### config.mk
export PLATFORM = sky130hd
export DESIGN_NAME = tcgr_queue
export DESIGN_NICKNAME = d
export VERILOG_FILES = /design/src/rtl/core/tcgr_pkg.sv /design/src/rtl/core/tcgr_queue.sv
export SDC_FILE = /design/constraint.sdc
export NUM_CORES = 1
export LEC_CHECK = 0
export BUFFER_PORTS_ARGS = -buffer_cell sky130_fd_sc_hd__buf_4
export CORE_ASPECT_RATIO = 0.7
export CORE_UTILIZATION = 55
export CTS_CLUSTER_DIAMETER = 30
export DETAILED_ROUTE_END_ITERATION = 16
export GPL_ROUTABILITY_DRIVEN = 0
export MAX_ROUTING_LAYER = met4
export PLACE_DENSITY = 0.83
export SLEW_MARGIN = 10
export SYNTH_ARGS = -nofsm -noshare
export SYNTH_HDL_FRONTEND = slang
export SYNTH_SLANG_ARGS = --single-unit
### constraint.sdc
create_clock -name clk -period 4.7 [get_ports clk]
set_input_delay 0.94 -clock clk [delete_from_list [all_inputs] [get_ports clk]]
set_output_delay 0.94 -clock clk [all_outputs]
set_load 0.005 [all_outputs]
### src/rtl/core/tcgr_pkg.sv
package tcgr_pkg;

  // opcodes of the input word
  typedef enum logic {
    OP_PUT_CHAR   = 1'b0,
    OP_SET_CURSOR = 1'b1
  } op_t;

  // configuration register indexes
  localparam logic [1:0] REG_FG_COLOR   = 2'd0;
  localparam logic [1:0] REG_BG_COLOR   = 2'd1;
  localparam logic [1:0] REG_TEXT_SIZE  = 2'd2;
  localparam logic [1:0] REG_DISPLAY_ON = 2'd3;

  // character codes
  localparam logic [7:0] CH_NEWLINE  = 8'd10;
  localparam logic [7:0] CH_RETURN   = 8'd13;
  localparam logic [7:0] GLYPH_FIRST = 8'd32;
  localparam logic [7:0] GLYPH_LAST  = 8'd126;

  // glyph cell geometry
  localparam int GLYPH_COLS   = 6;   // five font columns plus spacing
  localparam int GLYPH_ROWS   = 7;
  localparam int SIZE_MAX     = 8;
  localparam int QDEPTH       = 2;
  localparam logic [9:0] ROW_MAX = 10'd1023;

  localparam logic [2:0] LAST_COL = 3'(GLYPH_COLS - 1);
  localparam logic [2:0] LAST_ROW = 3'(GLYPH_ROWS - 1);

  typedef struct packed {
    logic [15:0] fg_color;
    logic [15:0] bg_color;
    logic [3:0]  text_size;
    logic        display_on;
  } cfg_t;

  // one character to draw
  typedef struct packed {
    logic [9:0] x0;
    logic [9:0] y0;
    logic [3:0] size;
    logic [6:0] glyph_idx;
  } job_t;

  // font columns packed as {spacing, c4, c3, c2, c1, c0}, bit 0 of each byte is the top row
  function automatic logic [47:0] glyph_rom(input logic [6:0] idx);
    logic [47:0] g;
    case (idx)
      7'd0:  g = 48'h00_00_00_00_00_00;
      7'd1:  g = 48'h00_00_00_5F_00_00;
      7'd2:  g = 48'h00_00_07_00_07_00;
      7'd3:  g = 48'h00_14_7F_14_7F_14;
      7'd4:  g = 48'h00_12_2A_7F_2A_24;
      7'd5:  g = 48'h00_62_64_08_13_23;
      7'd6:  g = 48'h00_50_22_55_49_36;
      7'd7:  g = 48'h00_00_00_03_05_00;
      7'd8:  g = 48'h00_00_41_22_1C_00;
      7'd9:  g = 48'h00_00_1C_22_41_00;
      7'd10: g = 48'h00_14_08_3E_08_14;
      7'd11: g = 48'h00_08_08_3E_08_08;
      7'd12: g = 48'h00_00_60_A0_00_00;
      7'd13: g = 48'h00_08_08_08_08_08;
      7'd14: g = 48'h00_00_00_60_60_00;
      7'd15: g = 48'h00_02_04_08_10_20;
      7'd16: g = 48'h00_3E_45_49_51_3E;
      7'd17: g = 48'h00_00_40_7F_42_00;
      7'd18: g = 48'h00_46_49_51_61_42;
      7'd19: g = 48'h00_31_4B_45_41_21;
      7'd20: g = 48'h00_10_7F_12_14_18;
      7'd21: g = 48'h00_39_45_45_45_27;
      7'd22: g = 48'h00_30_49_49_4A_3C;
      7'd23: g = 48'h00_03_05_09_71_01;
      7'd24: g = 48'h00_36_49_49_49_36;
      7'd25: g = 48'h00_1E_29_49_49_06;
      7'd26: g = 48'h00_00_00_36_36_00;
      7'd27: g = 48'h00_00_00_36_56_00;
      7'd28: g = 48'h00_00_41_22_14_08;
      7'd29: g = 48'h00_14_14_14_14_14;
      7'd30: g = 48'h00_08_14_22_41_00;
      7'd31: g = 48'h00_06_09_51_01_02;
      7'd32: g = 48'h00_3E_51_59_49_32;
      7'd33: g = 48'h00_7C_12_11_12_7C;
      7'd34: g = 48'h00_36_49_49_49_7F;
      7'd35: g = 48'h00_22_41_41_41_3E;
      7'd36: g = 48'h00_1C_22_41_41_7F;
      7'd37: g = 48'h00_41_49_49_49_7F;
      7'd38: g = 48'h00_01_09_09_09_7F;
      7'd39: g = 48'h00_7A_49_49_41_3E;
      7'd40: g = 48'h00_7F_08_08_08_7F;
      7'd41: g = 48'h00_00_41_7F_41_00;
      7'd42: g = 48'h00_01_3F_41_40_20;
      7'd43: g = 48'h00_41_22_14_08_7F;
      7'd44: g = 48'h00_40_40_40_40_7F;
      7'd45: g = 48'h00_7F_02_0C_02_7F;
      7'd46: g = 48'h00_7F_10_08_04_7F;
      7'd47: g = 48'h00_3E_41_41_41_3E;
      7'd48: g = 48'h00_06_09_09_09_7F;
      7'd49: g = 48'h00_5E_21_51_41_3E;
      7'd50: g = 48'h00_46_29_19_09_7F;
      7'd51: g = 48'h00_31_49_49_49_46;
      7'd52: g = 48'h00_01_01_7F_01_01;
      7'd53: g = 48'h00_3F_40_40_40_3F;
      7'd54: g = 48'h00_1F_20_40_20_1F;
      7'd55: g = 48'h00_3F_40_38_40_3F;
      7'd56: g = 48'h00_63_14_08_14_63;
      7'd57: g = 48'h00_07_08_70_08_07;
      7'd58: g = 48'h00_43_45_49_51_61;
      7'd59: g = 48'h00_00_41_41_7F_00;
      7'd60: g = 48'h00_55_2A_55_2A_55;
      7'd61: g = 48'h00_00_7F_41_41_00;
      7'd62: g = 48'h00_04_02_01_02_04;
      7'd63: g = 48'h00_40_40_40_40_40;
      7'd64: g = 48'h00_00_04_02_01_00;
      7'd65: g = 48'h00_78_54_54_54_20;
      7'd66: g = 48'h00_38_44_44_48_7F;
      7'd67: g = 48'h00_20_44_44_44_38;
      7'd68: g = 48'h00_7F_48_44_44_38;
      7'd69: g = 48'h00_18_54_54_54_38;
      7'd70: g = 48'h00_02_01_09_7E_08;
      7'd71: g = 48'h00_3E_52_52_52_0C;
      7'd72: g = 48'h00_78_04_04_08_7F;
      7'd73: g = 48'h00_00_40_7D_44_00;
      7'd74: g = 48'h00_00_3D_44_40_20;
      7'd75: g = 48'h00_44_28_10_7F_00;
      7'd76: g = 48'h00_00_40_7F_41_00;
      7'd77: g = 48'h00_78_04_18_04_7C;
      7'd78: g = 48'h00_78_04_04_08_7C;
      7'd79: g = 48'h00_38_44_44_44_38;
      7'd80: g = 48'h00_08_14_14_14_7C;
      7'd81: g = 48'h00_7C_18_14_14_08;
      7'd82: g = 48'h00_08_04_04_08_7C;
      7'd83: g = 48'h00_20_54_54_54_48;
      7'd84: g = 48'h00_20_40_44_3F_04;
      7'd85: g = 48'h00_7C_20_40_40_3C;
      7'd86: g = 48'h00_1C_20_40_20_1C;
      7'd87: g = 48'h00_3C_40_30_40_3C;
      7'd88: g = 48'h00_44_28_10_28_44;
      7'd89: g = 48'h00_3C_50_50_50_0C;
      7'd90: g = 48'h00_44_4C_54_64_44;
      7'd91: g = 48'h00_00_00_41_36_08;
      7'd92: g = 48'h00_00_00_7F_00_00;
      7'd93: g = 48'h00_00_08_36_41_00;
      7'd94: g = 48'h00_08_10_08_08_10;
      default: g = 48'h00_00_00_00_00_00;
    endcase
    return g;
  endfunction

endpackage

### src/rtl/core/tcgr_queue.sv
module tcgr_queue
  import tcgr_pkg::*;
(
  input  logic clk,
  input  logic rst_n,
  input  logic push_valid,
  output logic push_ready,
  input  job_t push_job,
  output logic pop_valid,
  input  logic pop_ready,
  output job_t pop_job
);

  localparam int PTR_W = (QDEPTH > 1) ? $clog2(QDEPTH) : 1;
  localparam int CNT_W = $clog2(QDEPTH + 1);

  job_t             slot_r [QDEPTH];
  logic [PTR_W-1:0] wr_ptr_r, rd_ptr_r;
  logic [CNT_W-1:0] count_r;
  logic             do_push, do_pop;

  assign push_ready = count_r != CNT_W'(QDEPTH);
  assign pop_valid  = count_r != '0;
  assign pop_job    = slot_r[rd_ptr_r];
  assign do_push    = push_valid && push_ready;
  assign do_pop     = pop_valid && pop_ready;

  // storage
  always_ff @(posedge clk) begin
    if (do_push) begin
      slot_r[wr_ptr_r] <= push_job;
    end
  end

  // pointers and fill count
  always_ff @(posedge clk) begin
    if (!rst_n) begin
      wr_ptr_r <= '0;
      rd_ptr_r <= '0;
      count_r  <= '0;
    end else begin
      if (do_push) begin
        wr_ptr_r <= (wr_ptr_r == PTR_W'(QDEPTH - 1)) ? '0 : wr_ptr_r + 1'b1;
      end
      if (do_pop) begin
        rd_ptr_r <= (rd_ptr_r == PTR_W'(QDEPTH - 1)) ? '0 : rd_ptr_r + 1'b1;
      end
      count_r <= count_r + CNT_W'(do_push) - CNT_W'(do_pop);
    end
  end

  // fill count stays within depth
  a_count_range: assert property (@(posedge clk) disable iff (!rst_n)
    count_r <= CNT_W'(QDEPTH))
    else $error("queue count beyond depth");

endmodule

Word level (Yosys, flattened, before mapping). Memories as Yosys holds them, arrays and structs flattened. A register that Yosys moved wholly into a read port is not among the register bits. Index checks and enable logic that the tools add are counted.

Word-level logic and storage cells: 18. Memories: 1. Output and inout bits: 33. Bits in writable memories: 62. Register bits: 4. Input port bits: 35.

Memory list: slot_r (depth 2, width 31, rd ports 1, clocked after memory_dff 1, write ports 1, line tcgr_queue.sv:17) `job_t slot_r [QDEPTH];`.

Add/subtract/negate cells: 4. Equality and inequality tests: 1. Mux-type cells: 6. Reduce and logical (&&, ||, !) cells: 3.

Operators with widths (number): $mux 1 (6); $add 1x1->1 const B (2); $add 2x1->2 (1); $logic_and 1x1->1 (2); $ne 2x2->1 const B (1); $reduce_bool 2->1 (1); $sub 2x1->2 (1).

Longest topological paths before layout. Gate-level depths: netlist (run 1).

Depth in word-level cells: 4. Depth in mapped cells: 6. Mapped depth without buffers: 6.

Least setup slack after synthesis (run 1). Ideal clock, no wire load.

Path kind: input to register. Start: in push_valid. End: mem slot_r[1][0] (netlist bit) (enable). Path buffers: 0. Setup slack: 2.558 ns. Data arrival time: 1.751 ns. Required time: 4.309 ns. Library setup time: 0.391 ns. Cell stages on the path: 1. Cells stage by stage: and3_1.

Word-level cells in the longest chain between the ends: 3.

RTL lines: start: declaration (line tcgr_queue.sv:6) `input logic push_valid,`; $logic_and 1x1->1 (line tcgr_queue.sv:25) `assign do_push = push_valid && push_ready;`; $mux 1 (line tcgr_queue.sv:30) `if (do_push) begin`; $mux 1 (not written as such) (line tcgr_queue.sv:31) `slot_r[wr_ptr_r] <= push_job;`; end: declaration (line tcgr_queue.sv:17).

Every way passes these cells.

==> results of run 1 <==
==> worst max-delay path: stages (launching register included) <==
cell     delay [ns]
dfxtp_1        0.66
buf_4          0.38
mux2_2         0.38
buf_4          0.14
==> power groups by stage <==
stage                     Sequential [mW]  Clock (mW)  Combinational, mW
after floorplan                     0.757           0              0.178
after global placement              0.769           0              0.323
after detailed placement            0.775           0              0.331
after CTS                           0.763       0.378              0.334
after global routing                0.769       0.401              0.357
final                               0.762       0.367              0.328
==> area by class of cell <==
type	instances	area (µm²)	area share [%]
clock buffers	11	131	4.09
clock inverters	5	20.0	0.623
inverters	1	3.75	0.117
multi-input cells	54	508	15.8
flip-flops and latches	67	1960	61.1
well taps	55	68.8	2.14
repair buffers	69	518	16.1
==> flip-flops by register name, indices dropped and copies added (netlist names), named ones only <==
register	cells
slot_r	62
count_r	2
rd_ptr_r	1
wr_ptr_r	1
==> cells in the final DEF, fill, tap and decap left out <==
cell type / netlist / routed
clkinv_2: 0 / 1
clkbuf_1: 0 / 2
clkinv_1: 0 / 5
ha_1: 1 / 1
nand2_1: 1 / 1
clkbuf_8: 0 / 9
edfxtp_1: 62 / 62
a21boi_1: 1 / 1
a21bo_1: 2 / 2
nand3b_1: 1 / 1
and2_1: 3 / 3
mux2i_1: 1 / 1
a32oi_1: 1 / 1
or2_2: 1 / 1
nand2b_1: 2 / 2
nor2_1: 2 / 2
dfxtp_1: 5 / 5
a211oi_1: 1 / 1
buf_4: 0 / 69
nor2b_1: 1 / 1
o21ai_1: 1 / 1
o21ai_0: 1 / 1
nand3_1: 1 / 1
and3_1: 1 / 1
mux2_2: 31 / 31
xnor2_1: 1 / 1
==> logic make-up after synthesis <==
family,Yosys count,share of synthesized area [%]
multiplexers,32,14.4
AND/OR/NAND/NOR,13,2.97
flip-flops,67,78.8
AO/OA/AOI/OAI,7,2.16
buffers and inverters,4,0.754
adder cells (fa/ha/maj),1,0.503
XOR/XNOR,1,0.352
==> final timing paths <==
path	slack (ns)	cells after the start	end	from
hold reg to reg	0.58	2	wr_ptr_r	wr_ptr_r
hold / removal	0.58	2	wr_ptr_r	wr_ptr_r
setup / recovery	1.88	3	pop_job[26]	flip-flop
setup reg to reg	2.50	3	slot_r[0][0]	count_r[0]
==> routing by layer <==
layer | vias up | global-route usage [%] | share of wire (%)
met5 | - | - | 0
met4 | 0 | 7.27 | 0.83
met3 | 4 | 9.13 | 6.4
met2 | 54 | 30.6 | 49
met1 | 648 | 22.5 | 44
li1 | 640 | - | -
==> per-stage QoR <==
step | hold slack, ns | cell area, µm² | std cells
after CTS | 0.577 | 3210 | 262
final | 0.584 | 3210 | 262
after detailed placement | 0.564 | 3060 | 246
after global placement | 0.535 | 3060 | 246
after global routing | 0.621 | 3210 | 262
after floorplan | 0.522 | 2490 | 125
==> results.json, run 1 <==
{
  "setup_viol": 0,
  "grt_util_all_layers_pct": 19.8,
  "finalPower_mw": 1.46,
  "grt_max_degree": 32,
  "fin_ws_ns": 1.88,
  "worstSetupPathType": "flip-flop to output pin",
  "via_per_inst": 5.14,
  "finalCriticalPeriod_ns": 2.82,
  "p_leak_nw": 1.22,
  "final_util_pct": 74.2,
  "power.combinational.fraction_pct": 22.5,
  "cp_max_fo": 20,
  "cts_resized": 0,
  "peakVddDrop_mv": 0.310,
  "end_kind": "output pin",
  "clkLatencyLatePin_ns": 0.32,
  "syn_to_final_growth_pct": 29.1,
  "synthTopCellsByCount": "62 x edfxtp_1, 31 x mux2_2, 5 x dfxtp_1",
  "hold_violations": 0,
  "cts_tree": "yes",
  "cell_internal_pwr_mw": 1.11,
  "drv_slew": 0,
  "fin_tns_setup_ns": 0,
  "synth_seq_cells": 67,
  "hp-class": "flip-flop to flip-flop",
  "netSwitchingFraction_pct": 23.8,
  "dr.pass1.iters": 4,
  "max_cap_violations": 0,
  "die_y_um": 58.3,
  "netlist.area_leader.share_pct": 74.8,
  "n_fill_cell": 256,
  "slew_headroom_pct": 25.0,
  "outcome": "finished, final reports clean",
  "cts_buffers": 9,
  "diodes": 0,
  "ant_nets": 0,
  "fin_nets": 238,
  "finClkSkew_ns": 0.00474,
  "max_freq_mhz": 355,
  "coreArea_um2": 4330,
  "yosys_warnings": 0,
  "synth_nets": 161,
  "path_clk_slew_ns": 0.06,
  "yosys_most_used_dff": "edfxtp_1",
  "clock_tree.buffer_depth": 2,
  "drt_wl_total_mm": 4.20,
  "worst_pin_slew_ns": 1.12,
  "avgSynthCellArea_um2": 19.9,
  "powerDensity_nw_per_um2": 454,
  "pin_count": 68,
  "antenna_found_initial": 0,
  "drc": 0,
  "dpl.hpwl_mm": 2.85,
  "grt_pass1_wl_mm": 6.09,
  "yosysMostFrequentCell": "edfxtp_1",
  "netlist.top_cell.by_area": "edfxtp_1",
  "ctsHoldBuffers": 0,
  "switching_power_mw": 0.346,
  "initial_core_util_pct": 57.5,
  "yosysSeqAreaShare_pct": 78.8,
  "min_period_over_period_pct": 60.0,
  "grt_pass1_vias": 1316,
  "clkPwrFrac_pct": 25.2,
  "wire_per_inst_um": 16.0,
  "crit_required_ns": 3.76,
  "drive_gt1_share_pct": 53.6,
  "seqPwrFrac_pct": 52.3,
  "async_flop_share_pct": 0,
  "rsz0062_at_grt": "false",
  "gr-total-overflow": 0,
  "pre_cts_ws_ns": 2.20,
  "synthTopCellsByArea": "edfxtp_1 75%, mux2_2 14%, dfxtp_1 4.0%, a21bo_1 0.80%, and2_1 0.75%",
  "vias": 1346,
  "clock-root-buffer": "clkbuf_8",
  "postCtsSetupRepairBufs": 0,
  "dr.first_iter.drc_count": 64,
  "htreeDepth": 3,
  "synth_cell_types": 23,
  "rows": 20,
  "numPortBuffers": 67,
  "clkSinkCount": 67,
  "syn_area_um2": 2490,
  "synth_edf_count": 62,
  "die_area_um2": 4800,
  "die_x_um": 82.4,
  "start_kind": "flip-flop",
  "syn_inst": 125,
  "cp.arrival_ns": 1.88
}
No activity file was read; power rests on OpenSTA's default activity.
==> run 2, diff against run 1 <==
ABC_AREA = 1   (was unset)
CORE_UTILIZATION = 46   (was 55)
PLACE_DENSITY = 0.74   (was 0.83)
clock period = 2.3 ns   (was 4.7 ns; I/O delays follow)
==> run 2 against run 1 <==
Net effect:
- die area grew 19%
- total power up 130%
- wire length increased by 7.3%
==> results.json, run 2 <==
{
  "grt_max_degree": 24,
  "clock_tree.buffer_depth": 2,
  "slowest_stage": "mux2_2",
  "ant_nets": 0,
  "dr.pass1.iters": 4,
  "dp_cells": 271,
  "slew_headroom_pct": 74.9,
  "htreeDepth": 3,
  "yosysMostFrequentCell": "edfxtp_1",
  "peakVddDrop_mv": 0.477,
  "hp-class": "input pin to flip-flop",
  "rows": 21,
  "fin_nets": 249,
  "wire_per_inst_um": 15.7,
  "cts_buffers": 9,
  "avgSynthCellArea_um2": 18.8,
  "stdcell_count": 286,
  "cts_resized": 0,
  "synthSimpleGateAreaFrac_pct": 3.33,
  "layout_common_cells": "73 x buf_4, 62 x edfxtp_1, 31 x mux2_2, 11 x nand2_1, 9 x clkbuf_8",
  "drive_gt1_share_pct": 54.8,
  "crit-reg2reg-launch": "count_r[0]",
  "worstSetupPathType": "flip-flop to output pin",
  "drc": 0,
  "min_period_over_period_pct": 85.5,
  "yosys_warnings": 0,
  "synth_nets": 168,
  "finalCriticalPeriod_ns": 1.97,
  "vias": 1353,
  "synth_edf_count": 62,
  "ctsHoldBuffers": 0,
  "highest_layer": "met4",
  "worst-path-buf-inv": 2,
  "clkSinkCount": 67,
  "drt_wl_total_mm": 4.50,
  "gr-total-overflow": 0,
  "grt_util_all_layers_pct": 18.0,
  "syn_inst": 132,
  "synthTopCellsByArea": "edfxtp_1 75%, mux2_2 14%, dfxtp_1 4.0%, nand2_1 1.7%, buf_6 1.4%",
  "cp_max_fo": 23,
  "dr_wl_met3_um": 280,
  "async_flop_share_pct": 0,
  "syn_to_final_growth_pct": 30.9,
  "die_area_um2": 5690,
  "start_kind": "flip-flop",
  "synth_compound_area_share_pct": 0.202,
  "rr_endpoint": "slot_r[1][5]",
  "final_common_cell": "buf_4",
  "grt_pass1_wl_mm": 7.14,
  "pin_count": 68,
  "dr.first_iter.drc_count": 30,
  "initial_core_util_pct": 49.9,
  "largest_reg_flops": 62,
  "whs_ns": 0.309,
  "syn_area_um2": 2480,
  "cp.arrival_ns": 1.51,
  "path_clk_slew_ns": 0.07,
  "synthTopCellsByCount": "62 x edfxtp_1, 31 x mux2_2, 11 x nand2_1",
  "netlist.top_cell.by_area": "edfxtp_1",
  "muxShareOfSynthArea_pct": 14.1,
  "clkLatencyLatePin_ns": 0.33,
  "powerDensity_nw_per_um2": 1020,
  "p_leak_nw": 1.25,
  "worst_pin_slew_ns": 0.376,
  "path_depth": 3,
  "fin_tns_setup_ns": 0,
  "dpl.hpwl_mm": 3.26,
  "met1_length_mm": 2.03,
  "via_per_inst": 4.73,
  "final_util_pct": 65.4,
  "crit_required_ns": 1.84,
  "die_y_um": 63.4,
  "antenna_found_initial": 0,
  "place_area_um2": 3100,
  "path_cells": "buf_4 -> mux2_2 -> buf_4",
  "diodes": 0,
  "fin_area_um2": 3250,
  "max_freq_mhz": 509,
  "postCtsSetupRepairBufs": 0,
  "clock-root-buffer": "clkbuf_8",
  "yosys_most_used_dff": "edfxtp_1",
  "post_synth_fa_ha_maj_area_fraction_pct": 0.505,
  "crit_end": "pop_job[16]",
  "finClkSkew_ns": 0.00748,
  "largest_registers": "slot_r (62), count_r (2)",
  "die_x_um": 89.8,
  "pre_cts_ws_ns": 0.590,
  "rrSetupSlack_ns": 0.62,
  "outcome": "finished, final reports clean",
  "hold_violations": 0,
  "synth_seq_cells": 67,
  "cts_tree": "yes",
  "fin_ws_ns": 0.333,
  "crit_family": "buffers and inverters",
  "rsz0062_at_grt": "false",
  "netlist.area_leader.share_pct": 75.1,
  "end_kind": "output pin",
  "setup_viol": 0,
  "grt_pass1_vias": 1426,
  "synthXorXnorAreaFrac_pct": 0.353,
  "reg2reg_depth": 5,
  "synth_cell_types": 12,
  "top_register": "slot_r",
  "synth_top_family_by_area": "multiplexers",
  "drv_slew": 0,
  "wl_met2_mm": 2.16,
  "numPortBuffers": 67,
  "coreArea_um2": 4970,
  "max_cap_violations": 0,
  "yosysSeqAreaShare_pct": 79.1,
  "cp_slowest_stage_delay_ns": 0.40,
  "finalPower_mw": 3.30,
  "cpMostUsedCell": "buf_4"
}
-- run 2: cell types whose count changed in the layout (fill, tap and decap cells not counted), sizes merged, moves of 3 or more --
| cell | change |
|---|---|
| buf | +4 |
| nor2 | +7 |
| nand2 | +10 |
| and2 | -3 |
| inv | +7 |
-- run 2: cell type report --
type                       instances  area, µm²
clock inverter                     4       18.8
multi-input combinational         55        473
timing repair buffer              73        548
fill                             361       1720
sequential                        67       1960
inverter                           7       26.3
clock buffer                      11        131
tap                               69       86.3
-- run 2: per-layer routing --
layer,GRT usage [%],vias to the layer above
li1,-,652
met1,21.5,643
met2,27.7,52
met3,7.37,6
met4,6.76,0
met5,-,-
-- run 2: report_power, final --
group | internal (mW) | switching, mW
Sequential | 1.55 | 0.0603
Clock | 0.376 | 0.384
Combinational | 0.503 | 0.430
Total | 2.43 | 0.875
-- run 2: worst min-delay path by stage --
stage | start | end | slack, ns | cells past startpoint
floorplan | rd_ptr_r | flip-flop | 0.47 | 2
global route | push_job[9] | slot_r[1][9] | 0.29 | 1
CTS | push_job[14] | slot_r[0][14] | 0.29 | 1
finish | push_job[25] | slot_r[1][25] | 0.31 | 1
detailed placement | rd_ptr_r | rd_ptr_r | 0.50 | 2
global placement | rd_ptr_r | rd_ptr_r | 0.48 | 2
-- run 2: logic make-up (layout without fill, tap and decap cells) --
| group | count (synthesis) | after routing |
|---|---|---|
| flops | 67 | 67 |
| mux | 31 | 31 |
| simple gates | 21 | 21 |
| buf+inv | 10 | 95 |
| fa+ha+maj | 1 | 1 |
| compound gates | 1 | 1 |
| xor+xnor | 1 | 1 |
==> run 3, diff against run 2 <==
PLACE_DENSITY = unset   (was 0.74)
PLACE_DENSITY_LB_ADDON = 0.3   (was unset)
==> run 3 against run 2 <==
Net effect:
- final area rose by 1.2%
- die area did not move
- flip-flop and latch count did not move
- critical path depth did not move
- critical endpoint is now pop_job[11]
- critical path type unchanged
==> results.json, run 3 (synthesized netlist as in run 2, its figures left out) <==
{
  "max_freq_mhz": 480,
  "min_period_over_period_pct": 90.6,
  "rows": 21,
  "drc": 0,
  "finClkSkew_ns": 0.00500,
  "cts_buffers": 9,
  "wire_per_inst_um": 15.1,
  "rsz0062_at_grt": "false",
  "dr.first_iter.drc_count": 72,
  "finalCriticalPeriod_ns": 2.08,
  "end_kind": "output pin",
  "grt.busiest_layer": "met2",
  "die_x_um": 89.8,
  "gr-total-overflow": 0,
  "crit_required_ns": 1.84,
  "ant_nets": 0,
  "postCtsSetupRepairBufs": 0,
  "worstSetupPathType": "flip-flop to output pin",
  "cts_tree": "yes",
  "ctsHoldBuffers": 0,
  "hold_violations": 0,
  "hp-class": "input pin to flip-flop",
  "cp_slowest_stage_delay_ns": 0.54,
  "crit-reg2reg-launch": "count_r[0]",
  "final_common_cell": "buf_4",
  "largest_registers": "slot_r (62), count_r (2)",
  "setup_viol": 0,
  "worst_pin_slew_ns": 0.375,
  "rrSetupSlack_ns": 0.67,
  "numPortBuffers": 67,
  "rr_endpoint": "count_r[1]",
  "start_kind": "flip-flop",
  "cts_resized": 0,
  "largest_reg_flops": 62,
  "slowest_stage": "dfxtp_1",
  "drt_wl_total_mm": 4.27,
  "clock-root-buffer": "clkbuf_8",
  "powerDensity_nw_per_um2": 1040,
  "max_cap_violations": 0,
  "grt_pass1_wl_mm": 6.86,
  "fin_nets": 246,
  "die_y_um": 63.4,
  "via_per_inst": 4.78,
  "syn_to_final_growth_pct": 32.4,
  "htreeDepth": 3,
  "grt_util_all_layers_pct": 17.0,
  "drv_slew": 0,
  "p_leak_nw": 1.26,
  "whs_ns": 0.306,
  "hold_start": "push_job[5]",
  "fin_tns_setup_ns": 0,
  "cp_max_fo": 25,
  "die_area_um2": 5690,
  "antenna_found_initial": 0,
  "hold_path_end": "slot_r[0][5]",
  "top_register": "slot_r",
  "reg2reg_depth": 11,
  "clkLatencyLatePin_ns": 0.33,
  "path_cells": "buf_12 -> mux2_2 -> buf_4",
  "grt_max_degree": 26,
  "initial_core_util_pct": 49.9,
  "min_path_cells": 1,
  "grt_util_met3_pct": 7.13,
  "outcome": "finished, final reports clean",
  "vias": 1352,
  "diodes": 0,
  "use_met2_pct": 26.0,
  "gr-usage-met1_pct": 20.3,
  "n_fill_cell": 348,
  "grt_pass1_vias": 1392,
  "path_clk_slew_ns": 0.07,
  "cp.arrival_ns": 1.62,
  "slew_headroom_pct": 75.0,
  "dr.pass1.iters": 5,
  "dpl.hpwl_mm": 2.93,
  "layout_common_cells": "67 x buf_4, 62 x edfxtp_1, 31 x mux2_2, 11 x nand2_1, 9 x clkbuf_8",
  "coreArea_um2": 4970,
  "peakVddDrop_mv": 0.583,
  "clock_tree.buffer_depth": 2,
  "pin_count": 68,
  "drive_gt1_share_pct": 53.7,
  "clkSinkCount": 67
}
==> run 3: cell count changes in the layout (fill, tap and decap cells not counted) <==
cell and change:
buf_4 -6, buf_12 +3, clkinv_2 -2, bufinv_16 +1
clkinv_1 +1
==> run 3: how the worst max path moves through the flow <==
stage               depth (start not counted)      endpoint       start  slack (ns)
floorplan                                   2  slot_r[1][0]  push_valid        0.44
global placement                            3   pop_job[11]   flip-flop        0.62
detailed placement                          3   pop_job[11]   flip-flop        0.57
CTS                                         3   pop_job[11]   flip-flop        0.20
global route                                3   pop_job[11]   flip-flop        0.13
finish                                      3   pop_job[11]   flip-flop        0.22
==> run 3: cell type report <==
class	count	area (µm²)	area share (%)
Timing Repair Buffer	70	563	17.1
Clock buffer	11	131	4.00
Inverter	7	26.3	0.800
Clock inverter	4	42.5	1.30
Multi-Input combinational cell	55	473	14.4
Tap cell	69	86.3	2.63
Sequential cell	67	1960	59.7
==> run 3: where the power goes <==
part | total (mW) | leakage [nW] | internal, mW | switching [mW]
Sequential | 1.62 | 0.621 | 1.55 | 0.0726
Combinational | 0.920 | 0.549 | 0.517 | 0.403
Clock | 0.878 | 0.0882 | 0.486 | 0.392
==> run 3: through the flow <==
stage	util, %	instance area, µm²	worst slack (ns)	power [mW]	cells
after global routing	66.1	3280	0.130	3.59	283
final	66.1	3280	0.216	3.42	283
after detailed placement	62.6	3110	0.570	2.58	268
after floorplan	-	2480	0.439	2.11	132
after CTS	66.1	3280	0.197	3.46	283
after global placement	62.6	3110	0.618	2.52	268
==> run 3: per-layer routing <==
layer	vias up	part of all wire, %
li1	644	-
met1	641	44
met2	62	48
met3	5	7.2
met4	0	0.56
met5	-	0
==> run 3: worst max-delay path: cells and delay by family, from the launching register on <==
family | cells | cell delay [ns]
buf+inv | 2 | 0.38
flops | 1 | 0.54
mux | 1 | 0.37
