$ cat src/rtl/core/tcgr_pkg.sv
package tcgr_pkg;

  // opcodes of the input word
  typedef enum logic {
    OP_PUT_CHAR   = 1'b0,
    OP_SET_CURSOR = 1'b1
  } op_t;

  // configuration register indexes
  localparam logic [1:0] REG_FG_COLOR   = 2'd0;
  localparam logic [1:0] REG_BG_COLOR   = 2'd1;
  localparam logic [1:0] REG_TEXT_SIZE  = 2'd2;
  localparam logic [1:0] REG_DISPLAY_ON = 2'd3;

  // character codes
  localparam logic [7:0] CH_NEWLINE  = 8'd10;
  localparam logic [7:0] CH_RETURN   = 8'd13;
  localparam logic [7:0] GLYPH_FIRST = 8'd32;
  localparam logic [7:0] GLYPH_LAST  = 8'd126;

  // glyph cell geometry
  localparam int GLYPH_COLS   = 6;   // five font columns plus spacing
  localparam int GLYPH_ROWS   = 7;
  localparam int SIZE_MAX     = 8;
  localparam int QDEPTH       = 2;
  localparam logic [9:0] ROW_MAX = 10'd1023;

  localparam logic [2:0] LAST_COL = 3'(GLYPH_COLS - 1);
  localparam logic [2:0] LAST_ROW = 3'(GLYPH_ROWS - 1);

  typedef struct packed {
    logic [15:0] fg_color;
    logic [15:0] bg_color;
    logic [3:0]  text_size;
    logic        display_on;
  } cfg_t;

  // one character to draw
  typedef struct packed {
    logic [9:0] x0;
    logic [9:0] y0;
    logic [3:0] size;
    logic [6:0] glyph_idx;
  } job_t;

  // font columns packed as {spacing, c4, c3, c2, c1, c0}, bit 0 of each byte is the top row
  function automatic logic [47:0] glyph_rom(input logic [6:0] idx);
    logic [47:0] g;
    case (idx)
      7'd0:  g = 48'h00_00_00_00_00_00;
      7'd1:  g = 48'h00_00_00_5F_00_00;
      7'd2:  g = 48'h00_00_07_00_07_00;
      7'd3:  g = 48'h00_14_7F_14_7F_14;
      7'd4:  g = 48'h00_12_2A_7F_2A_24;
      7'd5:  g = 48'h00_62_64_08_13_23;
      7'd6:  g = 48'h00_50_22_55_49_36;
      7'd7:  g = 48'h00_00_00_03_05_00;
      7'd8:  g = 48'h00_00_41_22_1C_00;
      7'd9:  g = 48'h00_00_1C_22_41_00;
      7'd10: g = 48'h00_14_08_3E_08_14;
      7'd11: g = 48'h00_08_08_3E_08_08;
      7'd12: g = 48'h00_00_60_A0_00_00;
      7'd13: g = 48'h00_08_08_08_08_08;
      7'd14: g = 48'h00_00_00_60_60_00;
      7'd15: g = 48'h00_02_04_08_10_20;
      7'd16: g = 48'h00_3E_45_49_51_3E;
      7'd17: g = 48'h00_00_40_7F_42_00;
      7'd18: g = 48'h00_46_49_51_61_42;
      7'd19: g = 48'h00_31_4B_45_41_21;
      7'd20: g = 48'h00_10_7F_12_14_18;
      7'd21: g = 48'h00_39_45_45_45_27;
      7'd22: g = 48'h00_30_49_49_4A_3C;
      7'd23: g = 48'h00_03_05_09_71_01;
      7'd24: g = 48'h00_36_49_49_49_36;
      7'd25: g = 48'h00_1E_29_49_49_06;
      7'd26: g = 48'h00_00_00_36_36_00;
      7'd27: g = 48'h00_00_00_36_56_00;
      7'd28: g = 48'h00_00_41_22_14_08;
      7'd29: g = 48'h00_14_14_14_14_14;
      7'd30: g = 48'h00_08_14_22_41_00;
      7'd31: g = 48'h00_06_09_51_01_02;
      7'd32: g = 48'h00_3E_51_59_49_32;
      7'd33: g = 48'h00_7C_12_11_12_7C;
      7'd34: g = 48'h00_36_49_49_49_7F;
      7'd35: g = 48'h00_22_41_41_41_3E;
      7'd36: g = 48'h00_1C_22_41_41_7F;
      7'd37: g = 48'h00_41_49_49_49_7F;
      7'd38: g = 48'h00_01_09_09_09_7F;
      7'd39: g = 48'h00_7A_49_49_41_3E;
      7'd40: g = 48'h00_7F_08_08_08_7F;
      7'd41: g = 48'h00_00_41_7F_41_00;
      7'd42: g = 48'h00_01_3F_41_40_20;
      7'd43: g = 48'h00_41_22_14_08_7F;
      7'd44: g = 48'h00_40_40_40_40_7F;
      7'd45: g = 48'h00_7F_02_0C_02_7F;
      7'd46: g = 48'h00_7F_10_08_04_7F;
      7'd47: g = 48'h00_3E_41_41_41_3E;
      7'd48: g = 48'h00_06_09_09_09_7F;
      7'd49: g = 48'h00_5E_21_51_41_3E;
      7'd50: g = 48'h00_46_29_19_09_7F;
      7'd51: g = 48'h00_31_49_49_49_46;
      7'd52: g = 48'h00_01_01_7F_01_01;
      7'd53: g = 48'h00_3F_40_40_40_3F;
      7'd54: g = 48'h00_1F_20_40_20_1F;
      7'd55: g = 48'h00_3F_40_38_40_3F;
      7'd56: g = 48'h00_63_14_08_14_63;
      7'd57: g = 48'h00_07_08_70_08_07;
      7'd58: g = 48'h00_43_45_49_51_61;
      7'd59: g = 48'h00_00_41_41_7F_00;
      7'd60: g = 48'h00_55_2A_55_2A_55;
      7'd61: g = 48'h00_00_7F_41_41_00;
      7'd62: g = 48'h00_04_02_01_02_04;
      7'd63: g = 48'h00_40_40_40_40_40;
      7'd64: g = 48'h00_00_04_02_01_00;
      7'd65: g = 48'h00_78_54_54_54_20;
      7'd66: g = 48'h00_38_44_44_48_7F;
      7'd67: g = 48'h00_20_44_44_44_38;
      7'd68: g = 48'h00_7F_48_44_44_38;
      7'd69: g = 48'h00_18_54_54_54_38;
      7'd70: g = 48'h00_02_01_09_7E_08;
      7'd71: g = 48'h00_3E_52_52_52_0C;
      7'd72: g = 48'h00_78_04_04_08_7F;
      7'd73: g = 48'h00_00_40_7D_44_00;
      7'd74: g = 48'h00_00_3D_44_40_20;
      7'd75: g = 48'h00_44_28_10_7F_00;
      7'd76: g = 48'h00_00_40_7F_41_00;
      7'd77: g = 48'h00_78_04_18_04_7C;
      7'd78: g = 48'h00_78_04_04_08_7C;
      7'd79: g = 48'h00_38_44_44_44_38;
      7'd80: g = 48'h00_08_14_14_14_7C;
      7'd81: g = 48'h00_7C_18_14_14_08;
      7'd82: g = 48'h00_08_04_04_08_7C;
      7'd83: g = 48'h00_20_54_54_54_48;
      7'd84: g = 48'h00_20_40_44_3F_04;
      7'd85: g = 48'h00_7C_20_40_40_3C;
      7'd86: g = 48'h00_1C_20_40_20_1C;
      7'd87: g = 48'h00_3C_40_30_40_3C;
      7'd88: g = 48'h00_44_28_10_28_44;
      7'd89: g = 48'h00_3C_50_50_50_0C;
      7'd90: g = 48'h00_44_4C_54_64_44;
      7'd91: g = 48'h00_00_00_41_36_08;
      7'd92: g = 48'h00_00_00_7F_00_00;
      7'd93: g = 48'h00_00_08_36_41_00;
      7'd94: g = 48'h00_08_10_08_08_10;
      default: g = 48'h00_00_00_00_00_00;
    endcase
    return g;
  endfunction

endpackage

$ cat src/rtl/core/tcgr_front.sv
module tcgr_front
  import tcgr_pkg::*;
#(
  parameter int SCREEN_WIDTH  = 240,
  parameter int SCREEN_HEIGHT = 285
) (
  input  logic       clk,
  input  logic       rst_n,
  input  cfg_t       cfg,
  input  logic       in_valid,
  output logic       in_ready,
  input  logic       in_opcode,
  input  logic [7:0] in_char_code,
  input  logic       in_string_start,
  input  logic [9:0] in_cursor_x_value,
  input  logic [9:0] in_cursor_y_value,
  output logic       push_valid,
  input  logic       push_ready,
  output job_t       push_job
);

  logic [9:0] col_r, col_nxt;
  logic [9:0] row_r, row_nxt;
  logic       dropping_r, dropping_nxt;

  logic       accept;
  logic [3:0] size;
  logic [5:0] cw;
  logic [6:0] lh;
  logic [10:0] col_end;
  logic [10:0] row_adv;
  logic [9:0]  row_sat;
  logic        wrap;
  logic [9:0]  col1;
  logic [9:0]  row1;
  logic [10:0] row1_end;
  logic        bottom;
  logic        drop_eff;
  logic [6:0]  idx;

  assign in_ready = push_ready;
  assign accept   = in_valid && in_ready;

  // clamp the scale to 1..8
  always_comb begin
    if (cfg.text_size == 4'd0) begin
      size = 4'd1;
    end else if (cfg.text_size > 4'(SIZE_MAX)) begin
      size = 4'(SIZE_MAX);
    end else begin
      size = cfg.text_size;
    end
  end

  // cell width 6*size and line pitch 8*size
  assign cw = {size, 2'b00} + {1'b0, size, 1'b0};
  assign lh = {size, 3'b000};

  // right edge wrap and saturating line advance
  assign col_end = {1'b0, col_r} + 11'(cw);
  assign wrap    = col_end > 11'(SCREEN_WIDTH);
  assign row_adv = {1'b0, row_r} + 11'(lh);
  assign row_sat = row_adv[10] ? ROW_MAX : row_adv[9:0];
  assign col1    = wrap ? 10'd0 : col_r;
  assign row1    = wrap ? row_sat : row_r;

  // bottom edge check after any wrap
  assign row1_end = {1'b0, row1} + 11'(lh);
  assign bottom   = row1_end > 11'(SCREEN_HEIGHT);

  assign drop_eff = in_string_start ? 1'b0 : dropping_r;

  // unprintable codes draw as space
  assign idx = (in_char_code < GLYPH_FIRST || in_char_code > GLYPH_LAST) ?
               7'd0 : 7'(in_char_code - GLYPH_FIRST);

  // classify the incoming word
  always_comb begin
    col_nxt      = col_r;
    row_nxt      = row_r;
    dropping_nxt = dropping_r;
    push_valid   = 1'b0;
    if (accept) begin
      if (in_opcode == OP_SET_CURSOR) begin
        col_nxt = in_cursor_x_value;
        row_nxt = in_cursor_y_value;
      end else if (cfg.display_on) begin
        dropping_nxt = drop_eff;
        if (!drop_eff) begin
          if (in_char_code == CH_NEWLINE) begin
            col_nxt = 10'd0;
            row_nxt = row_sat;
          end else if (in_char_code != CH_RETURN) begin
            col_nxt = col1;
            row_nxt = row1;
            if (bottom) begin
              dropping_nxt = 1'b1;
            end else begin
              push_valid = 1'b1;
              col_nxt    = 10'({1'b0, col1} + 11'(cw));
            end
          end
        end
      end
    end
  end

  assign push_job.x0        = col1;
  assign push_job.y0        = row1;
  assign push_job.size      = size;
  assign push_job.glyph_idx = idx;

  // cursor state
  always_ff @(posedge clk) begin
    if (!rst_n) begin
      col_r      <= '0;
      row_r      <= '0;
      dropping_r <= 1'b0;
    end else begin
      col_r      <= col_nxt;
      row_r      <= row_nxt;
      dropping_r <= dropping_nxt;
    end
  end

  // a pushed character lies fully inside the screen height
  a_push_in_screen: assert property (@(posedge clk) disable iff (!rst_n)
    push_valid |-> (row1_end <= 11'(SCREEN_HEIGHT)))
    else $error("front pushed a character below the bottom edge");

  // a rising drop flag comes from a character that overflowed the bottom edge
  a_drop_source: assert property (@(posedge clk) disable iff (!rst_n)
    $rose(dropping_r) |-> $past(accept && in_opcode == OP_PUT_CHAR && bottom))
    else $error("drop flag set without a bottom overflow");

endmodule

$ cat config.mk
export PLATFORM = sky130hd
export DESIGN_NAME = tcgr_front
export DESIGN_NICKNAME = d
export VERILOG_FILES = /design/src/rtl/core/tcgr_pkg.sv /design/src/rtl/core/tcgr_front.sv
export SDC_FILE = /design/constraint.sdc
export NUM_CORES = 1
export LEC_CHECK = 0
export BUFFER_PORTS_ARGS = -buffer_cell sky130_fd_sc_hd__buf_4
export CAP_MARGIN = 20
export CELL_PAD_IN_SITES_DETAIL_PLACEMENT = 0
export CELL_PAD_IN_SITES_GLOBAL_PLACEMENT = 1
export CORE_MARGIN = 2
export CORE_UTILIZATION = 37
export CTS_CLUSTER_DIAMETER = 100
export DETAILED_ROUTE_END_ITERATION = 10
export PLACE_DENSITY_LB_ADDON = 0.1
export SLEW_MARGIN = 15
export SYNTH_ARGS = -nofsm -noshare
export SYNTH_HDL_FRONTEND = slang
export SYNTH_SLANG_ARGS = --single-unit
$ cat constraint.sdc
create_clock -name clk -period 10.1 [get_ports clk]
set_clock_uncertainty 0.2 [all_clocks]
set_input_delay 0.505 -clock clk [delete_from_list [all_inputs] [get_ports clk]]
set_output_delay 0.505 -clock clk [all_outputs]
set_load 0.01 [all_outputs]
### Yosys cells after proc, flatten, opt, wreduce, memory -nomap -nowiden

Cells that the tools add are included.

* register bits after elaboration: 21

* add/subtract/negate cells: 6
* order comparisons: 5
* equal/unequal tests: 3
* mux-type cells: 29
* bitwise gates (word level): 1
* reduce and logical (&&, ||, !) cells: 7

Operators with widths (count)
* 10-bit two-way mux: 14
* 10-bit by 7-bit adder with 11-bit output: 2
* 1-bit two-way mux: 12
* 10-bit by 6-bit adder with 11-bit output: 1
* 11-bit by 8-bit > comparator with 1-bit output (second input constant): 1
* 11-bit by 9-bit > comparator with 1-bit output (second input constant): 1
* 10-bit by 6-bit adder with 10-bit output: 1
* 8-bit by 4-bit equality test with 1-bit output (second input constant): 1
* 8-bit by 7-bit > comparator with 1-bit output (second input constant): 1
* 8-bit by 6-bit < comparator with 1-bit output (second input constant): 1
* 4-bit two-way mux: 2
* 8-bit by 4-bit inequality test with 1-bit output (second input constant): 1
* 7-bit two-way mux: 1
* 7-bit by 6-bit subtractor with 7-bit output (second input constant): 1
* 6-bit by 5-bit adder with 6-bit output: 1
* 4-bit > comparator (second input constant): 1
* 4-bit logical NOT: 1
* 4-bit AND reduction: 1
* 3-bit AND reduction: 1
* 3-bit nonzero test: 1
* 2-bit inequality test (second input constant): 1
* 2-bit nonzero test: 1
* 1-bit logical AND: 1
* 1-bit logical OR: 1
* 1-bit NOT: 1

### Logic depth before layout (Yosys ltp)

Gate-level depths: netlist of run 1.

* word-level depth: 16
* depth in mapped cells: 30
* gate-level depth less buffers: 26

### Worst setup path after synthesis of run 1

No wires, ideal clock.

* path kind: input to output
* from: input cfg[3] (netlist name)
* to: output push_valid
* arrival: 5.949 ns
* required time: 9.395 ns
* setup slack: 3.446 ns
* stages: 27
* cell sequence: nor2b_1 > ha_1 > a21oi_1 > mux2_2 > ha_1 > buf_4 > a21oi_2 > o21ai_0 > nor4_1 > nor2_1 > nor2_4 > buf_4 > clkbuf_1 > nor3_1 > nor2_1 > ha_1 > inv_1 > fa_1 > nor2b_1 > o21ai_0 > nand2b_1 > nand2_1 > mux2i_1 > a311oi_4 > o32ai_4 > buf_6 > nor2_1

RTL lines
* start, declared: line tcgr_front.sv:9 `input cfg_t cfg,`
* end, declared: line tcgr_front.sv:17 `output logic push_valid,`

### Final worst setup path of run 1

* from: input cfg[4] (netlist name)
* to: output push_valid

* cells in the longest elaborated chain, start to end: 16
* elaborated cells on any way between the ends: 19
* those cells by class: 4 x add/sub; 3 x order compare; 11 x mux; 1 x reduce/logical

RTL lines
* 4-bit > comparator: line tcgr_front.sv:48 `end else if (cfg.text_size > 4'(SIZE_MAX)) begin`
* 4-bit two-way mux: line tcgr_front.sv:48
* 4-bit two-way mux *: line tcgr_front.sv:46 `if (cfg.text_size == 4'd0) begin`
* 6-bit by 5-bit adder with 6-bit output: line tcgr_front.sv:56 `assign cw = {size, 2'b00} + {1'b0, size, 1'b0};`
* 10-bit by 6-bit adder with 11-bit output: line tcgr_front.sv:60 `assign col_end = {1'b0, col_r} + 11'(cw);`
* 11-bit by 8-bit > comparator with 1-bit output: line tcgr_front.sv:61 `assign wrap = col_end > 11'(SCREEN_WIDTH);`
* 10-bit two-way mux: line tcgr_front.sv:65 `assign row1 = wrap ? row_sat : row_r;`
* 10-bit by 7-bit adder with 11-bit output *: line tcgr_front.sv:68 `assign row1_end = {1'b0, row1} + 11'(lh);`
* 11-bit by 9-bit > comparator with 1-bit output *: line tcgr_front.sv:69 `assign bottom = row1_end > 11'(SCREEN_HEIGHT);`
* 1-bit two-way mux *: line tcgr_front.sv:96 `if (bottom) begin`
* 1-bit two-way mux *: line tcgr_front.sv:93 `end else if (in_char_code != CH_RETURN) begin`
* 1-bit two-way mux *: line tcgr_front.sv:90 `if (in_char_code == CH_NEWLINE) begin`
* 1-bit two-way mux *: line tcgr_front.sv:89 `if (!drop_eff) begin`
* 1-bit two-way mux *: line tcgr_front.sv:87 `end else if (cfg.display_on) begin`
* 1-bit two-way mux *: line tcgr_front.sv:84 `if (in_opcode == OP_SET_CURSOR) begin`
* 1-bit two-way mux *: line tcgr_front.sv:83 `if (accept) begin`

Every way passes the cells marked *; elsewhere a longest branch is shown, timed or not.

==> results of run 1 <==
==> registers in the layout, summed over array words and instances (netlist names) <==
register	flops
dropping_r	1
col_r	10
row_r	10
==> cell usage in the layout, fill, tap and decap left out, drive strengths merged, types with 2 or more instances in the layout <==
cell type / n
a2111oi: 2
a211oi: 2
a21o: 5
a21oi: 28
a311oi: 2
a31oi: 3
and2: 16
and3: 8
buf: 71
clkbuf: 3
dfxtp: 21
fa: 5
ha: 21
inv: 11
mux2: 5
mux2i: 6
nand2: 18
nand2b: 7
nand3: 9
nand4: 4
nand4b: 2
nor2: 25
nor2b: 12
nor3: 13
nor4: 6
o211ai: 5
o21ai: 13
o21bai: 2
o221a: 3
o22ai: 12
o311ai: 2
o32ai: 3
or2: 4
or3: 2
or4: 2
xnor2: 8
xor2: 4
==> cell usage after synthesis (5+ instances only) <==
| cell | count | share of area, % |
|---|---|---|
| nand2b_1 | 7 | 1.7 |
| o22ai_1 | 12 | 3.0 |
| nand2_1 | 18 | 2.7 |
| nor2_1 | 24 | 3.6 |
| a21o_1 | 5 | 1.5 |
| fa_1 | 5 | 4.0 |
| o21ai_0 | 12 | 2.4 |
| and3_1 | 8 | 2.0 |
| nor3_1 | 13 | 2.6 |
| nand3_1 | 9 | 1.8 |
| o211ai_1 | 5 | 1.5 |
| mux2i_1 | 6 | 2.4 |
| clkbuf_1 | 10 | 1.5 |
| and2_1 | 16 | 4.0 |
| a21oi_1 | 26 | 5.2 |
| dfxtp_1 | 21 | 17 |
| inv_1 | 11 | 1.6 |
| nor4_1 | 6 | 1.5 |
| xnor2_1 | 8 | 2.8 |
| nor2b_1 | 12 | 3.0 |
| ha_1 | 21 | 10 |
==> critical path: cells and delay by family <==
kind	cells	cell delay, ps
AOI/OAI and AO/OA	6	1420
buffers and inverters	3	370
and+or+nand+nor	10	2250
adders and majority gates	4	1360
muxes	2	610
==> cells by family (layout without fill, tap and decap cells) <==
group	Yosys count	after routing	synth area share, %
compound gates	87	87	26.3
xor+xnor	12	12	4.17
fa+ha+maj	26	26	14.4
buf+inv	29	87	5.31
flops	21	21	16.7
mux	11	11	4.76
other cells	1	1	0.149
simple gates	130	130	28.2
==> layer usage <==
layer  up-vias  wire (µm)  track usage (%)
met4         0         46             2.70
met2        42       3600             34.3
met5         -          0                0
met3         6        179             1.71
li1       1284          -                -
met1      1182       3470             27.0
==> worst min path at each step <==
stage                              start    endpoint  cells after the start  slack (ps)
floorplan                       col_r[0]    col_r[0]                      2         250
global placement              dropping_r  dropping_r                      2         300
detailed placement            dropping_r  dropping_r                      2         300
CTS                 in_cursor_y_value[2]    row_r[2]                      2         290
global route        in_cursor_y_value[2]    row_r[2]                      2         290
finish              in_cursor_y_value[2]    row_r[2]                      2         290
==> through the flow <==
step	power, mW	util, %
finish	0.276	46.6
global route	0.295	46.6
CTS	0.278	46.6
detailed placement	0.218	45.9
global placement	0.217	45.9
floorplan	0.177	-
==> cell type report <==
class | count | share of cell area, %
multi-input combinational | 267 | 63.2
timing repair buffer | 71 | 17.1
sequential | 21 | 13.5
tap | 80 | 3.21
inverter | 12 | 1.45
clock buffer | 3 | 1.33
clock inverter | 1 | 0.241
==> report_power, final <==
part / internal [mW] / switching [mW] / total [mW]
combinational: 0.0565 / 0.0671 / 0.124
clock: 0.0280 / 0.0325 / 0.0605
sequential: 0.0868 / 0.00499 / 0.0918
==> impl_metrics.json, run 1 <==
{
  "area_growth_pct": 23.5,
  "first_global_vias": 2365,
  "fill_cells": 713,
  "hold_viol_final": 0,
  "endpoint": "push_valid",
  "synth-edff-count": 0,
  "grt_start_max_net_pins": 23,
  "multi_input_area_um2": 1970,
  "io_buffers": 70,
  "firstDrtPassIters": 4,
  "drc": 0,
  "vias": 2514,
  "synth_cells": 317,
  "min_path_type": "in -> reg",
  "vdd_ir_drop_max_uv": 47.9,
  "fin_area_um2": 3110,
  "critPathKind": "in -> out",
  "ant_nets": 0,
  "fp.dieH_um": 86.5,
  "r2r_setup_slack_ps": 4450,
  "cts_tree": "yes",
  "crit_arrival_ps": 6560,
  "synthArstFlopShare_pct": 0,
  "setup_viol": 0,
  "slew_headroom_pct": 50.3,
  "insertion_delay_ps": 270,
  "gp_congestion": 0.800,
  "nNetsFinal": 473,
  "cts-buffers-inserted": 3,
  "grt_pass1_wl_um": 11800,
  "synth_nets": 414,
  "holdBufCountCts": 0,
  "ff2ff_path_depth": 21,
  "hpwl_um": 5740,
  "rsz0062_at_grt": "false",
  "die_area_um2": 7490,
  "dp_cells": 451,
  "pin_count": 104,
  "tns_ps": 0,
  "clockBufferDepth": 2,
  "dieWidth_um": 86.5,
  "row_count": 30,
  "r2r_start": "col_r[1]",
  "yosys_warnings": 0,
  "ys.flop_type": "dfxtp_1",
  "setup_ws_ps": 2830,
  "syn_area_um2": 2520,
  "synth.avg_cell_area_um2": 7.95,
  "drt_iter0_markers": 76,
  "placed_area_um2": 3070,
  "cts_resized": 0,
  "final_cells": 455,
  "antenna_found_initial": 0,
  "leakage_nw": 1.40,
  "worstMarginPinSlew_ps": 746,
  "endpoint_kind": "primary output",
  "startpoint_type": "input pin",
  "diodes": 0,
  "maxCapViolCount": 0,
  "detail_route.wl_per_cell_um": 16.0,
  "preCtsSetupSlack_ps": 2830,
  "drt_wl_total_um": 7300,
  "grt_overflow_total": 0,
  "post-cts-setup-buffer-count": 0,
  "synth_cell_types": 58,
  "ys_seq_area_share_pct": 16.7,
  "whs_ps": 291,
  "root_buffer": "clkbuf_8",
  "slowest_stage": "o32ai_4",
  "grtUsageTotal_pct": 19.7,
  "r2r_end": "col_r[2]",
  "synth-seq-cells": 21,
  "clkTransAtPathRegs_ps": 90,
  "timing.fmax_mhz": 138,
  "maxSlewViolCount": 0,
  "crit_required_ps": 9400,
  "start_util_pct": 37.7,
  "core_region_area_um2": 6680,
  "powerDensity_nw_per_um2": 88.6,
  "worstPathMaxFanout": 22,
  "status": "finished clean",
  "clock-sinks": 21,
  "seq_area_um2": 420,
  "h-tree-depth": 1,
  "critPathMaxStageDelay_ps": 700,
  "critPathLaunch": "cfg[4]",
  "layout_min_cycle_time_ps": 7270,
  "drive_gt1_share_pct": 26.1,
  "finalCritPeriodShare_pct": 72.0,
  "vias_per_cell": 5.53
}
Note: power is estimated with default switching activity, not from simulation.
==> inputs of run 2 (changes only) <==
CORE_UTILIZATION = 31   (was 37)
clock period = 5.9 ns   (was 10.1 ns; I/O delays follow)
==> run 2 against run 1 <==
Net effect: clock power is 72% higher; setup slack worse by 2500 ps; count of clock-buffer cells in the layout stayed put; largest power group unchanged; register-to-register slack got worse by 3600 ps; die area grew 18%.
==> impl_metrics.json, run 2 (same netlist as run 1, synthesis figures left out) <==
{
  "hpwl_um": 6490,
  "grt_start_max_net_pins": 18,
  "drive_gt1_share_pct": 35.4,
  "firstDrtPassIters": 4,
  "setup_viol": 0,
  "min_path_type": "in -> reg",
  "whs_ps": 77.4,
  "fin_area_um2": 3450,
  "start_util_pct": 32.3,
  "critPathLaunch": "cfg[4]",
  "nNetsFinal": 502,
  "slew_headroom_pct": 59.6,
  "grtUsageTotal_pct": 18.0,
  "hold_viol_final": 0,
  "area_growth_pct": 36.8,
  "fp.dieH_um": 94.2,
  "drt_iter0_markers": 66,
  "final_cells": 506,
  "startpoint_type": "input pin",
  "insertion_delay_ps": 270,
  "drc": 0,
  "vias_per_cell": 5.26,
  "path_cells": "buf_4 > buf_4 > nor2b_2 > ha_1 > a21oi_1 > mux2_2 > ha_4 > nor4_1 > a211oi_2 > a2111oi_4 > nor2_4 > nor3_2 > nor2_2 > ha_1 > inv_1 > fa_2 > nor2b_4 > o211ai_1 > nand3_1 > a311oi_4 > o32ai_4 > nor2_1 > buf_4",
  "maxCapViolCount": 0,
  "endpoint_kind": "primary output",
  "grt_overflow_total": 0,
  "cp_top_family": "compound AO/OA/AOI/OAI gates",
  "vdd_ir_drop_max_uv": 78.8,
  "holdBufCountCts": 0,
  "multi_input_area_um2": 2060,
  "pin_count": 104,
  "powerDensity_nw_per_um2": 149,
  "io_buffers": 70,
  "status": "finished clean",
  "ant_nets": 0,
  "critPathMaxStageDelay_ps": 560,
  "diodes": 0,
  "cp_num_buf_inv": 4,
  "finalCritPeriodShare_pct": 94.4,
  "fill_cells": 827,
  "row_count": 32,
  "detail_route.wl_per_cell_um": 15.8,
  "slowest_stage": "a2111oi_4",
  "worstMarginPinSlew_ps": 606,
  "crit_top_cell": "buf_4",
  "h-tree-depth": 1,
  "crit_arrival_ps": 5080,
  "crit_cells": 23,
  "clock-sinks": 21,
  "min_from": "in_cursor_y_value[0]",
  "critPathKind": "in -> out",
  "final_common_cell": "buf_4",
  "vias": 2662,
  "clockBufferDepth": 2,
  "seq_area_um2": 420,
  "timing.fmax_mhz": 180,
  "r2r_start": "col_r[1]",
  "cts_tree": "yes",
  "mostFrequentLayoutCells": "buf_4, a21oi_1, nor2_1",
  "root_buffer": "clkbuf_8",
  "dieWidth_um": 94.2,
  "cts-buffers-inserted": 3,
  "gp_congestion": 0.837,
  "hold_depth": 2,
  "drt_wl_total_um": 8020,
  "grt_pass1_wl_um": 12700,
  "crit_required_ps": 5410,
  "first_global_vias": 2615,
  "leakage_nw": 1.55,
  "layout_min_cycle_time_ps": 5570,
  "ff2ff_path_depth": 22,
  "antenna_found_initial": 0,
  "dp_cells": 499,
  "die_area_um2": 8870,
  "top_regs": "col_r: 10 flops, row_r: 10 flops, dropping_r: 1 flops",
  "placed_area_um2": 3300,
  "worstPathMaxFanout": 8,
  "maxSlewViolCount": 0,
  "clkTransAtPathRegs_ps": 90,
  "core_region_area_um2": 7810
}
==> run 2: changes by cell type in the layout (fill, tap and decap cells not counted), moves of 2 or more <==
cell	before	now
fa_2	0	2
nor2b_2	0	2
nor3_1	13	11
nor3_2	0	2
buf_4	71	100
ha_1	21	18
fa_1	5	3
nor2_1	24	22
nor2_2	0	2
ha_4	0	3
nor2b_1	12	9
==> run 2: repair_timing <==
item	CTS	global route
hold endpoints to repair	0	0
gates resized for setup	1	16
setup endpoints to repair	1	10
buffers inserted	1	2
pin swaps	2	9
gates cloned	0	0
==> run 2: layout make-up <==
cell class	instances	area share [%]
repair buffers	100	21.8
inverters	12	1.31
flip-flops and latches	21	12.2
multi-input cells	267	59.7
clock buffers	3	1.20
clock inverters	1	0.145
well taps	102	3.70
==> run 2: report_power, final <==
| group | switching, mW | leakage [nW] | internal [mW] |
|---|---|---|---|
| sequential | 0.00920 | 0.171 | 0.149 |
| clock | 0.0565 | 0.0255 | 0.0473 |
| combinational | 0.125 | 1.35 | 0.125 |
| total | 0.191 | 1.55 | 0.321 |
==> run 2: worst paths after layout <==
kind,to,slack (ps)
setup / recovery,push_valid,330
hold / removal,row_r[0],80
setup reg to reg,col_r[7],820
hold reg to reg,dropping_r,320
==> run 2: worst register-to-register path, cell delays in order, from the launching register on <==
cell,delay [ps]
dfxtp_1,350
ha_1,270
fa_1,460
a21oi_1,220
o22ai_1,120
xnor2_1,170
a2111oi_4,490
nor2_4,120
nor3_2,230
nor2_2,80
ha_1,190
inv_1,70
fa_2,210
nor2b_1,50
o21ai_0,220
nand2b_1,110
nand2_1,100
mux2i_2,90
a311oi_4,320
o32ai_4,180
buf_4,190
or4_1,490
o211ai_1,90
==> run 2: layer usage <==
layer | up-vias | global-route usage [%] | part of all wire, %
met5 | - | 0 | 0
met4 | 0 | 3.86 | 1.2
met3 | 7 | 1.36 | 4.8
met2 | 79 | 29.7 | 46
met1 | 1232 | 25.6 | 48
li1 | 1344 | - | -
==> run 2: stage by stage <==
step	power (mW)	setup slack [ps]	setup TNS, ps	util [%]
after global placement	0.396	-144	-946	42.3
after floorplan	0.304	14.3	0	-
after global routing	0.545	-6.48	-6.48	44.2
after CTS	0.500	40.1	0	43.0
final	0.512	330	0	44.2
after detailed placement	0.398	-196	-1370	42.3
==> inputs of run 3 (changes only) <==
CORE_ASPECT_RATIO = 2   (was not set)
==> run 3 against run 2 <==
Net effect: global-route usage is 2.6 points higher; highest routed layer unchanged; critical endpoint unchanged; first-iteration DRC count up 41%; maximum frequency fell by 0.33%; largest power group unchanged; critical path type unchanged.
==> impl_metrics.json, run 3 (same netlist as run 1, synthesis figures left out) <==
{
  "crit_arrival_ps": 5090,
  "fp.dieH_um": 132,
  "cp_top_family": "adder cells",
  "clkTransAtPathRegs_ps": 60,
  "cts-buffers-inserted": 3,
  "die_area_um2": 8910,
  "startpoint_type": "input pin",
  "holdBufCountCts": 0,
  "start_util_pct": 32.0,
  "crit_required_ps": 5410,
  "status": "finished clean",
  "row_count": 46,
  "critPathKind": "in -> out",
  "endpoint_kind": "primary output",
  "drt_wl_total_um": 8660,
  "critPathLaunch": "cfg[4]",
  "core_region_area_um2": 7890,
  "final_cells": 512,
  "postLayoutCoreUtil_pct": 45.7,
  "cp_num_buf_inv": 4,
  "dieWidth_um": 67.8,
  "drive_gt1_share_pct": 38.5,
  "ant_nets": 0,
  "gp_congestion": 0.766,
  "cts_tree": "yes",
  "drc": 0,
  "clockBufferDepth": 2,
  "worstMarginPinSlew_ps": 760,
  "preCtsSetupSlack_ps": -20.0,
  "r2r_start": "col_r[1]",
  "critPathMaxStageDelay_ps": 410,
  "finalCritPeriodShare_pct": 94.7,
  "vias": 2742,
  "top_regs": "col_r: 10 flops, row_r: 10 flops, dropping_r: 1 flops",
  "root_buffer": "clkbuf_16",
  "insertion_delay_ps": 270,
  "path_cells": "buf_4 > nand2b_1 > inv_2 > ha_1 > fa_1 > xnor2_2 > ha_2 > nand2_1 > a2111oi_4 > a211oi_2 > a2111oi_4 > nor2_4 > nor3_2 > nor2_2 > ha_2 > inv_1 > fa_1 > nor2b_1 > o211ai_1 > nand3_2 > a311oi_4 > o32ai_4 > nor2_1 > buf_4",
  "setup_ws_ps": 311,
  "layout_min_cycle_time_ps": 5590,
  "grt_start_max_net_pins": 15,
  "min_from": "in_cursor_y_value[1]",
  "mostFrequentLayoutCells": "buf_4, a21oi_1, nor2_1, dfxtp_1, nand2_1",
  "final_common_cell": "buf_4",
  "io_buffers": 70,
  "hpwl_um": 6930,
  "first_global_vias": 2821,
  "fin_area_um2": 3600,
  "slew_headroom_pct": 49.4,
  "dp_cells": 501,
  "grt_pass1_wl_um": 14000,
  "powerDensity_nw_per_um2": 163,
  "pin_count": 104,
  "clock-sinks": 21,
  "placed_area_um2": 3380,
  "h-tree-depth": 1,
  "area_growth_pct": 43.0,
  "worstPathMaxFanout": 7,
  "diodes": 0,
  "firstDrtPassIters": 4,
  "nNetsFinal": 514,
  "timing.fmax_mhz": 179,
  "vdd_ir_drop_max_uv": 99.7,
  "slowest_stage": "fa_1",
  "vias_per_cell": 5.36,
  "maxCapViolCount": 0,
  "grt_overflow_total": 0,
  "drt_iter0_markers": 93,
  "leakage_nw": 1.64,
  "maxSlewViolCount": 0,
  "hold_viol_final": 0,
  "setup_viol": 0,
  "antenna_found_initial": 0,
  "detail_route.wl_per_cell_um": 16.9,
  "grtUsageTotal_pct": 20.6,
  "min_path_type": "in -> reg"
}
-- run 3: cell types whose count changed in the layout (fill, tap and decap cells not counted), moves of 3 or more --
cell and change:
buf_4 +9, ha_2 +4, buf_12 +3, clkbuf_16 +3, clkbuf_8 -3, ha_4 -3
-- run 3: path summary, 6_finish.rpt --
check | endpoint | slack, ps | cells past startpoint
worst max-delay path | push_valid | 310 | 24
worst min-delay path | row_r[1] | 100 | 2
worst max register to register | col_r[7] | 780 | 21
worst min register to register | dropping_r | 320 | 2
-- run 3: through the flow --
stage               hold slack [ps]  setup TNS (ps)  power [mW]
floorplan                       233               0       0.304
finish                         98.0               0       0.587
global route                   98.9           -46.3       0.620
global placement                287            -393       0.412
CTS                            92.8               0       0.571
detailed placement              314           -47.1       0.414
-- run 3: cell type report --
| class | instances | area (µm²) |
|---|---|---|
| inverters | 12 | 45.0 |
| well taps | 96 | 120 |
| clock inverters | 1 | 5.00 |
| clock buffers | 3 | 75.1 |
| multi-input cells | 267 | 2060 |
| flip-flops and latches | 21 | 420 |
| repair buffers | 112 | 878 |
| fillers | 818 | 4280 |
-- run 3: worst register-to-register path, stage by stage (launching register included) --
cell and delay, ps:
dfxtp_1 340, ha_1 270, fa_1 490, a21oi_2 210, o21ai_1 110, nor4_2 370, nor2_2 110, nor2_4 210
nor3_2 80, nor2_2 210, ha_2 220, inv_1 50, fa_1 480, nor2b_1 90, a31oi_1 200, nand3_2 110
a311oi_4 260, o32ai_4 160, buf_12 180, buf_12 140, or4_1 500, o211ai_1 90
-- run 3: layer usage --
metal	wire length, µm	GRT usage (%)	vias to the layer above
li1	-	-	1363
met1	3180	20.8	1304
met2	4920	40.1	54
met3	250	1.80	21
met4	309	8.00	0
met5	0	0	-
-- run 3: repair_timing --
| action | CTS | global route |
|---|---|---|
| setup endpoints to repair | 0 | 9 |
| gates resized for setup | 0 | 21 |
| setup buffers | 0 | 7 |
-- run 3: power breakdown --
group          internal [mW]  switching [mW]
registers              0.149         0.00876
clock network         0.0916          0.0634
logic                  0.140           0.134
